File: src/design/rmts_pkg.sv
package rmts_pkg;

    localparam int MAX_TASKS_DEF = 8;
    localparam int TIME_BITS     = 16;
    localparam int WAIT_BITS     = 16;

    localparam logic       CMD_LOAD = 1'b0;
    localparam logic       CMD_TICK = 1'b1;
    localparam logic       CFG_TASK_COUNT = 1'b0;
    localparam logic       CFG_SCHED_LEN  = 1'b1;
    localparam logic [3:0] TASK_COUNT_RST = 4'd8;
    localparam logic [15:0] SCHED_LEN_RST = 16'hFFFF;

    typedef logic [TIME_BITS-1:0] t_time;

    // one task table entry; flags = {predecessor_mask, preemptible}
    typedef struct packed {
        t_time      next_release;
        t_time      exec;
        t_time      period;
        logic [8:0] flags;
        t_time      deadline;
        t_time      job_release;
        t_time      remaining;
    } t_entry;

    typedef struct packed {
        logic       cmd;
        logic [2:0] task_index;
        t_time      release_time;
        t_time      exec_time;
        t_time      period;
        t_time      initial_deadline;
        logic       preemptible;
        logic [7:0] predecessor_mask;
    } t_item;

    typedef struct packed {
        logic                 busy_res;
        logic [2:0]           running_task;
        logic                 job_done;
        logic                 deadline_met;
        logic [WAIT_BITS-1:0] waiting_time;
        logic                 overrun;
        logic                 past_end;
    } t_result;

    typedef enum logic [2:0] {
        S_IDLE,
        S_REL,
        S_SEL,
        S_RUN_RD,
        S_RUN,
        S_OUT
    } t_state;

endpackage

File: src/design/rate_monotonic_tick_scheduler_unit.sv
// Rate-monotonic tick scheduler, task table in one synchronous memory.
// Load transaction: accepted in S_IDLE and written to the table, no result. Past-end
//   tick: result via S_OUT. Tick transaction: a release pass over the N tasks in use,
//   a selection pass unless a non-preemptible job keeps running, then read, run and
//   output states. One transaction at a time; next accepted once the result is pushed.
// Reset (synchronous, active low) clears time, masks and control; no table reset.
module rate_monotonic_tick_scheduler_unit
    import rmts_pkg::*;
#(
    parameter int MAX_TASKS = MAX_TASKS_DEF
) (
    input  logic        i_clk,
    input  logic        i_rst_n,
    input  logic        i_valid,
    output logic        o_ready,
    input  logic        i_cmd,
    input  logic [2:0]  i_task_index,
    input  logic [15:0] i_release_time,
    input  logic [15:0] i_exec_time,
    input  logic [15:0] i_period,
    input  logic [15:0] i_initial_deadline,
    input  logic        i_preemptible,
    input  logic [7:0]  i_predecessor_mask,
    output logic        o_valid,
    input  logic        i_ready,
    output logic        o_busy_res,
    output logic [2:0]  o_running_task,
    output logic        o_job_done,
    output logic        o_deadline_met,
    output logic [15:0] o_waiting_time,
    output logic        o_overrun,
    output logic        o_past_end,
    input  logic        i_cfg_valid,
    output logic        o_cfg_ready,
    input  logic        i_cfg_index,
    input  logic [15:0] i_cfg_data
);

    localparam int IDX_W = $clog2(MAX_TASKS);
    localparam int CNT_W = $clog2(MAX_TASKS + 1);

    logic [3:0]       r_task_count;
    logic [15:0]      r_sched_len;
    logic [CNT_W-1:0] count;
    logic             r_out_valid;
    t_result          r_out;
    t_item            item;
    t_result          res;
    logic             push;
    logic             we;
    logic [IDX_W-1:0] waddr;
    logic [IDX_W-1:0] raddr;
    t_entry           wdata;
    t_entry           rdata;

    assign o_cfg_ready = 1'b1;

    // configuration registers
    always_ff @(posedge i_clk) begin
        if (!i_rst_n) begin
            r_task_count <= TASK_COUNT_RST;
            r_sched_len  <= SCHED_LEN_RST;
        end else if (i_cfg_valid) begin
            case (i_cfg_index)
                CFG_TASK_COUNT: r_task_count <= i_cfg_data[3:0];
                CFG_SCHED_LEN:  r_sched_len  <= i_cfg_data;
                default:        r_sched_len  <= r_sched_len;
            endcase
        end
    end

    // saturate task count at table depth
    assign count = (32'(r_task_count) > MAX_TASKS) ? CNT_W'(MAX_TASKS)
                                                   : CNT_W'(r_task_count);

    assign item = '{cmd:              i_cmd,
                    task_index:       i_task_index,
                    release_time:     i_release_time,
                    exec_time:        i_exec_time,
                    period:           i_period,
                    initial_deadline: i_initial_deadline,
                    preemptible:      i_preemptible,
                    predecessor_mask: i_predecessor_mask};

    rmts_table #(
        .MAX_TASKS (MAX_TASKS),
        .IDX_W     (IDX_W)
    ) u_table (
        .i_clk   (i_clk),
        .i_we    (we),
        .i_waddr (waddr),
        .i_wdata (wdata),
        .i_raddr (raddr),
        .o_rdata (rdata)
    );

    rmts_seq #(
        .MAX_TASKS (MAX_TASKS),
        .IDX_W     (IDX_W),
        .CNT_W     (CNT_W)
    ) u_seq (
        .i_clk       (i_clk),
        .i_rst_n     (i_rst_n),
        .i_valid     (i_valid),
        .o_ready     (o_ready),
        .i_item      (item),
        .i_count     (count),
        .i_sched_len (r_sched_len),
        .i_slot_free (!r_out_valid || i_ready),
        .o_push      (push),
        .o_res       (res),
        .o_we        (we),
        .o_waddr     (waddr),
        .o_wdata     (wdata),
        .o_raddr     (raddr),
        .i_rdata     (rdata)
    );

    // output register: hold result until taken
    always_ff @(posedge i_clk) begin
        if (!i_rst_n) begin
            r_out_valid <= 1'b0;
        end else if (push) begin
            r_out_valid <= 1'b1;
        end else if (i_ready) begin
            r_out_valid <= 1'b0;
        end
    end

    always_ff @(posedge i_clk) begin
        if (push) begin
            r_out <= res;
        end
    end

    assign o_valid        = r_out_valid;
    assign o_busy_res     = r_out.busy_res;
    assign o_running_task = r_out.running_task;
    assign o_job_done     = r_out.job_done;
    assign o_deadline_met = r_out.deadline_met;
    assign o_waiting_time = r_out.waiting_time;
    assign o_overrun      = r_out.overrun;
    assign o_past_end     = r_out.past_end;

endmodule

File: src/design/rmts_table.sv
module rmts_table
    import rmts_pkg::*;
#(
    parameter int MAX_TASKS = MAX_TASKS_DEF,
    parameter int IDX_W     = $clog2(MAX_TASKS)
) (
    input  logic             i_clk,
    input  logic             i_we,
    input  logic [IDX_W-1:0] i_waddr,
    input  t_entry           i_wdata,
    input  logic [IDX_W-1:0] i_raddr,
    output t_entry           o_rdata
);

    t_entry r_mem [MAX_TASKS];
    t_entry r_rdata;

    // write port
    always_ff @(posedge i_clk) begin
        if (i_we) begin
            r_mem[i_waddr] <= i_wdata;
        end
    end

    // registered read port
    always_ff @(posedge i_clk) begin
        r_rdata <= r_mem[i_raddr];
    end

    assign o_rdata = r_rdata;

endmodule

File: src/design/rmts_seq.sv
module rmts_seq
    import rmts_pkg::*;
#(
    parameter int MAX_TASKS = MAX_TASKS_DEF,
    parameter int IDX_W     = $clog2(MAX_TASKS),
    parameter int CNT_W     = $clog2(MAX_TASKS + 1)
) (
    input  logic             i_clk,
    input  logic             i_rst_n,
    input  logic             i_valid,
    output logic             o_ready,
    input  t_item            i_item,
    input  logic [CNT_W-1:0] i_count,
    input  t_time            i_sched_len,
    input  logic             i_slot_free,
    output logic             o_push,
    output t_result          o_res,
    output logic             o_we,
    output logic [IDX_W-1:0] o_waddr,
    output t_entry           o_wdata,
    output logic [IDX_W-1:0] o_raddr,
    input  t_entry           i_rdata
);

    t_state                r_state, n_state;
    t_time                 r_time, n_time;
    logic [MAX_TASKS-1:0]  r_pending, n_pending;
    logic [MAX_TASKS-1:0]  r_spent, n_spent;
    logic                  r_run_valid, n_run_valid;
    logic [IDX_W-1:0]      r_run_idx, n_run_idx;
    logic                  r_run_nonpre, n_run_nonpre;
    logic [CNT_W-1:0]      r_issue, n_issue;
    logic                  r_pv, n_pv;
    logic [IDX_W-1:0]      r_pidx, n_pidx;
    logic                  r_found, n_found;
    logic [IDX_W-1:0]      r_pick, n_pick;
    t_time                 r_best, n_best;
    logic                  r_overrun, n_overrun;
    t_result               r_res, n_res;

    t_entry                e;
    logic [TIME_BITS:0]    sum;
    t_time                 nxt;
    logic [MAX_TASKS-1:0]  preds;
    logic [MAX_TASKS-1:0]  own;
    logic [TIME_BITS:0]    finish;
    logic signed [TIME_BITS+1:0] wt;
    logic                  keep;
    logic                  scan_end;

    // control and state registers
    always_ff @(posedge i_clk) begin
        if (!i_rst_n) begin
            r_state     <= S_IDLE;
            r_time      <= '0;
            r_pending   <= '0;
            r_spent     <= '0;
            r_run_valid <= 1'b0;
            r_run_idx   <= '0;
            r_pv        <= 1'b0;
        end else begin
            r_state     <= n_state;
            r_time      <= n_time;
            r_pending   <= n_pending;
            r_spent     <= n_spent;
            r_run_valid <= n_run_valid;
            r_run_idx   <= n_run_idx;
            r_pv        <= n_pv;
        end
    end

    // scan and result registers
    always_ff @(posedge i_clk) begin
        r_run_nonpre <= n_run_nonpre;
        r_issue      <= n_issue;
        r_pidx       <= n_pidx;
        r_found      <= n_found;
        r_pick       <= n_pick;
        r_best       <= n_best;
        r_overrun    <= n_overrun;
        r_res        <= n_res;
    end

    // next state, read-modify-write of the task table
    always_comb begin
        n_state      = r_state;
        n_time       = r_time;
        n_pending    = r_pending;
        n_spent      = r_spent;
        n_run_valid  = r_run_valid;
        n_run_idx    = r_run_idx;
        n_run_nonpre = r_run_nonpre;
        n_issue      = r_issue;
        n_pv         = r_pv;
        n_pidx       = r_pidx;
        n_found      = r_found;
        n_pick       = r_pick;
        n_best       = r_best;
        n_overrun    = r_overrun;
        n_res        = r_res;
        o_ready      = 1'b0;
        o_push       = 1'b0;
        o_we         = 1'b0;
        o_waddr      = r_pidx;
        e            = i_rdata;
        o_raddr      = r_issue[IDX_W-1:0];
        own          = MAX_TASKS'(1) << r_pidx;
        sum          = {1'b0, e.next_release} + {1'b0, e.period};
        nxt          = sum[TIME_BITS] ? '1 : sum[TIME_BITS-1:0];
        finish       = {1'b0, r_time} + (TIME_BITS+1)'(1);
        wt           = $signed({1'b0, finish}) - $signed({2'b00, e.job_release})
                       - $signed({2'b00, e.exec});
        scan_end     = !r_pv && (r_issue == i_count);
        keep         = r_run_valid && (CNT_W'(r_run_idx) < i_count)
                       && r_pending[r_run_idx] && r_run_nonpre;
        for (int j = 0; j < MAX_TASKS; j++) begin
            preds[j] = (j < 8) ? e.flags[j+1] : 1'b0;
        end
        preds = preds & ~own;

        case (r_state)
            S_IDLE: begin
                o_ready = 1'b1;
                o_we    = 1'b0;
                o_waddr = IDX_W'(i_item.task_index);
                o_wdata = '{next_release: i_item.release_time,
                            exec:         i_item.exec_time,
                            period:       i_item.period,
                            flags:        {i_item.predecessor_mask, i_item.preemptible},
                            deadline:     i_item.initial_deadline,
                            job_release:  '0,
                            remaining:    '0};
                if (i_valid) begin
                    if (i_item.cmd == CMD_LOAD) begin
                        if (32'(i_item.task_index) < MAX_TASKS) begin
                            o_we = 1'b1;
                            n_pending[o_waddr] = 1'b0;
                            n_spent[o_waddr]   = 1'b0;
                            if (r_run_valid && r_run_idx == o_waddr) begin
                                n_run_valid = 1'b0;
                            end
                        end
                    end else begin
                        n_res     = '0;
                        n_overrun = 1'b0;
                        if (r_time >= i_sched_len) begin
                            n_res.past_end = 1'b1;
                            n_state        = S_OUT;
                        end else begin
                            n_issue = '0;
                            n_pv    = 1'b0;
                            n_state = S_REL;
                        end
                    end
                end
            end

            S_REL: begin
                // release due jobs, one entry a cycle
                o_wdata = e;
                if (r_pv) begin
                    o_we = 1'b1;
                    if (e.next_release <= r_time && !r_spent[r_pidx]) begin
                        if (e.period == '0) begin
                            n_spent[r_pidx] = 1'b1;
                            if (r_pending[r_pidx]) begin
                                n_overrun = 1'b1;
                            end else begin
                                o_wdata.job_release = e.next_release;
                                o_wdata.remaining   = e.exec;
                                n_pending[r_pidx]   = 1'b1;
                            end
                        end else begin
                            o_wdata.next_release = nxt;
                            if (r_pending[r_pidx]) begin
                                n_overrun = 1'b1;
                            end else begin
                                o_wdata.job_release = e.next_release;
                                o_wdata.deadline    = nxt;
                                o_wdata.remaining   = e.exec;
                                n_pending[r_pidx]   = 1'b1;
                            end
                        end
                    end
                end
                if (r_issue < i_count) begin
                    n_issue = r_issue + CNT_W'(1);
                    n_pv    = 1'b1;
                    n_pidx  = r_issue[IDX_W-1:0];
                end else begin
                    n_pv = 1'b0;
                end
                if (scan_end) begin
                    n_issue = '0;
                    n_found = keep;
                    n_pick  = r_run_idx;
                    n_state = keep ? S_RUN_RD : S_SEL;
                end
            end

            S_SEL: begin
                // pick shortest period among ready jobs
                o_wdata = e;
                if (r_pv && r_pending[r_pidx] && ((preds & r_pending) == '0)
                    && (!r_found || e.period < r_best)) begin
                    n_found = 1'b1;
                    n_pick  = r_pidx;
                    n_best  = e.period;
                end
                if (r_issue < i_count) begin
                    n_issue = r_issue + CNT_W'(1);
                    n_pv    = 1'b1;
                    n_pidx  = r_issue[IDX_W-1:0];
                end else begin
                    n_pv = 1'b0;
                end
                if (scan_end) begin
                    n_state = S_RUN_RD;
                end
            end

            S_RUN_RD: begin
                o_wdata = e;
                o_raddr = r_pick;
                if (!r_found) begin
                    n_run_valid = 1'b0;
                    n_time      = finish[TIME_BITS-1:0];
                    n_state     = S_OUT;
                end else begin
                    n_state = S_RUN;
                end
            end

            S_RUN: begin
                // run picked job one unit and write it back
                o_we    = 1'b1;
                o_waddr = r_pick;
                o_wdata = e;
                n_res.busy_res     = 1'b1;
                n_res.running_task = 3'(r_pick);
                if (e.remaining <= t_time'(1)) begin
                    o_wdata.remaining  = '0;
                    n_pending[r_pick]  = 1'b0;
                    n_run_valid        = 1'b0;
                    n_res.job_done     = 1'b1;
                    n_res.deadline_met = (finish <= {1'b0, e.deadline});
                    if (wt < 0) begin
                        n_res.waiting_time = '0;
                    end else if (wt > (TIME_BITS+2)'(65535)) begin
                        n_res.waiting_time = '1;
                    end else begin
                        n_res.waiting_time = wt[WAIT_BITS-1:0];
                    end
                end else begin
                    o_wdata.remaining = e.remaining - t_time'(1);
                    n_run_valid       = 1'b1;
                    n_run_idx         = r_pick;
                    n_run_nonpre      = !e.flags[0];
                end
                n_time  = finish[TIME_BITS-1:0];
                n_state = S_OUT;
            end

            S_OUT: begin
                // hand result to the output register
                o_wdata = e;
                if (i_slot_free) begin
                    o_push  = 1'b1;
                    n_state = S_IDLE;
                end
            end

            default: begin
                o_wdata = e;
                n_state = S_IDLE;
            end
        endcase
    end

    always_comb begin
        o_res         = r_res;
        o_res.overrun = r_overrun;
    end

endmodule
File: config.mk
export PLATFORM = sky130hd
export DESIGN_NAME = rate_monotonic_tick_scheduler_unit
export DESIGN_NICKNAME = d
export VERILOG_FILES = /design/src/design/rmts_pkg.sv /design/src/design/rate_monotonic_tick_scheduler_unit.sv /design/src/design/rmts_table.sv /design/src/design/rmts_seq.sv
export SDC_FILE = /design/constraint.sdc
export NUM_CORES = 1
export LEC_CHECK = 0
export ABC_CLOCK_PERIOD_IN_PS = 8500
export BUFFER_PORTS_ARGS = -buffer_cell sky130_fd_sc_hd__buf_2
export CORE_MARGIN = 1
export CORE_UTILIZATION = 55
export DETAILED_ROUTE_END_ITERATION = 7
export PLACE_DENSITY = 0.69
export SETUP_SLACK_MARGIN = 0.05
export SLEW_MARGIN = 20
export SYNTH_ARGS = -nofsm -noshare
export SYNTH_HDL_FRONTEND = slang
export SYNTH_SLANG_ARGS = --single-unit
export TNS_END_PERCENT = 20
File: constraint.sdc
create_clock -name i_clk -period 8.5 [get_ports i_clk]
set_clock_uncertainty 0.05 [all_clocks]
set_input_delay 1.275 -clock i_clk [delete_from_list [all_inputs] [get_ports i_clk]]
set_output_delay 1.275 -clock i_clk [all_outputs]
set_load 0.02 [all_outputs]
==> run metrics <==
Placement Cell Area 47100 µm²; clk root buf clkbuf_16; Clock power frac 0.340; Starting Density 0.559; Comb power frac 0.187; fmax 190 MHz; sequential power share 0.472; CTS Buf Count 108; critical path arrival 5.58 ns; fraction of layout instances using a drive strength above 1 0.227; clock-pin transition on the worst setup and hold timing paths 0.06 ns; GPL Wtd Cong 0.952; CTS tree done; TritonCTS sink count 1082; H-tree depth reported by CTS 3; Die Y 289 µm; dpl hpwl 68600 µm; ys flop type edfxtp_1; sequential element share of the synthesized area 0.682; path depth of the worst reg2reg path 14; critical path fanouts, max 14; Startpoint Class flop; pwr dens 274 nW/µm²; pre-CTS WS 3.38 ns; Worst slew margin 0.167; Net Count, Synth 2999; Die W 289 µm; actual slew at the worst max-slew pin 1.25 ns; Synth cell types 73; Pwr Total 13900 µW; # rows 104; die area 83400 µm²; #FFs+latches synth 1082; Post-synth EDFFs 916; Setup-failing EPs final 0; critical path class flop to flop; Setup TNS Final 0 ns; Cells after Synth 2777; Crit. End Element flop; total number of vias 25700; num ports 126; Layout area overhead 12.3%; Final Hold Viols 0; Post-CTS Setup Inserts 0; final worst-path setup slack 3.23 ns; Yosys top cell area share 0.608; cell area after synthesis 45200 µm²; min Tclk post-route 5.27 ns; Core Util, Final 0.627; antenna violations before repair 6; core area 80900 µm²; GR Util All Layers 0.274; Min-Delay Path Class flop to flop; max-slew violations 0; final wirelength 112000 µm; critical path required time 8.81 ns; Leakage 0.0179 µW; n_diodes 0; fin crit share 0.620; post-layout net count 3141; grt ovf 0; # hold bufs at CTS 0; vias per inst 6.30; Bufs on Longest Clock Path 3; WL/cell 27.6 µm; drt drc 0; max_cap viols 0; CTS-repair resized insts 0; Ys Warns 0; P_int 10000 µW; Final Cell Area 50800 µm²; Buffers on Ports 124; asr flop ratio synth 0; Peak VDD IR 196 µV; router iterations before antenna repair 5; first-pass GRT wire length 166000 µm; initial detailed-routing violation count 2466; syn avg cell area 16.3 µm²; RSZ-0062 raised after global routing false; switching pwr 3900 µW; Synth area leaders edfxtp_1 (61%), mux4_2 (11%), dfxtp_1 (7.3%); hold path cells 0; Yosys top cell by area edfxtp_1; vias in the first global route 25500; clock latency on the worst-skew pair 0.68 ns; Net Sw Frac 0.280; antenna viol nets, final 0; status completed; largest net degree at the start of global routing 159
cells in the mapped netlist, drive strengths merged (14+ instances only):
library cell and instances:
nor2 142, mux4 216, edfxtp 916, dfxtp 166
inv 130, buf 45, a22oi 27, o211ai 23
clkbuf 79, a31oi 17, fa 17, mux2i 14
a21o 26, nand2 213, nand3 18, nor4 18
xor2 14, mux2 109, a21oi 103, o22ai 15
nand2b 24, ha 106, nor3 23, o21a 15
o21ai 93, xnor2 46
per-stage QoR:
| step | std cells | hold WS [ns] |
|---|---|---|
| 4_1_cts | 4071 | 0.369 |
| 2_1_floorplan | 2777 | 0.350 |
| 3_3_place_gp | 3868 | 0.355 |
| 5_1_grt | 4072 | 0.368 |
| 3_5_place_dp | 3868 | 0.355 |
| 6_report | 4072 | 0.368 |
worst max-delay path: stages (launching register included):
cell     delay [ns]
dfxtp_1        0.53
nand3_1        0.28
nor4_1         0.62
and3_1         0.30
and3_1         0.25
xnor2_1        0.21
fa_1           0.48
ha_1           0.37
a21o_1         0.20
a21o_1         0.18
a21oi_1        0.22
o31ai_1        0.12
xor2_1         0.18
a21oi_1        0.76
a21oi_1        0.20
placed cells by master (no fill, tap or decap), types with 12 or more instances in the layout:
cell type  count
buf_2        124
ha_1         106
clkinv_1      12
dfxtp_1      166
a31oi_1       17
nor4_1        18
nand2b_1      24
nor3_1        21
clkbuf_1      31
a21o_1        26
nor2b_1       12
o21ai_0       86
mux2i_1       12
inv_1        128
xnor2_1       46
o21a_1        15
clkbuf_16    109
fa_1          17
nand2_1      212
o22ai_1       15
xor2_1        14
nand3_1       18
mux2_2       109
a21oi_1      101
buf_4         21
nor2_1       133
edfxtp_1     916
nand4_1       12
a22oi_1       27
mux4_2       216
clkbuf_8      20
o211ai_1      23
a211oi_1      13
and3_1        13
power groups by stage:
stage / logic (µW) / registers (µW) / clock network (µW)
after global placement: 2520 / 6660 / 0
final: 2610 / 6570 / 4730
after global routing: 2820 / 6590 / 5020
after CTS: 2570 / 6560 / 4800
after floorplan: 1790 / 6520 / 0
after detailed placement: 2560 / 6670 / 0
logic make-up after synthesis:
family | after synthesis | share of synthesized area
AOI/OAI and AO/OA | 412 | 0.0601
xor gates and xnor gates | 60 | 0.0116
adders and majority gates | 123 | 0.0368
buffers and inverters | 256 | 0.0223
DFF | 1082 | 0.682
muxes | 339 | 0.138
other | 1 | 0.0000829
and+or+nand+nor | 504 | 0.0497
sequential cells by signal, summed over array words and instances, names as in the netlist, 4 cells and up:
name,cells
o_waiting_time,16
r_sched_len,16
r_task_count,4
u_seq.o_res,23
u_seq.r_best,16
u_seq.r_issue,4
u_seq.r_pending,8
u_seq.r_spent,8
u_seq.r_time,16
u_table.o_rdata,105
u_table.r_mem,840
final timing paths:
| path | to | slack [ns] | startpoint |
|---|---|---|---|
| max | u_seq.o_res[10] | 3.23 | u_seq.r_time[0] |
| min reg2reg | o_job_done | 0.37 | u_seq.o_res[19] |
| min | o_job_done | 0.37 | u_seq.o_res[19] |
| max reg2reg | u_seq.o_res[10] | 3.23 | u_seq.r_time[0] |
routing by layer:
layer  vias up  part of all wire  track usage
li1      11100                 -            -
met1     13200              0.43        0.405
met2      1130              0.46        0.419
met3       164             0.080       0.0494
met4        10             0.024       0.0825
met5         -           0.00057            0
final cells by class:
cell class / instances / area, µm²
flip-flops and latches: 1082 / 30800
fillers: 5807 / 30200
multi-input cells: 1439 / 13500
clock buffers: 160 / 3120
well taps: 1060 / 1330
repair buffers: 156 / 1010
inverters: 132 / 495
clock inverters: 43 / 475
Note: power is estimated with default switching activity, not from simulation.
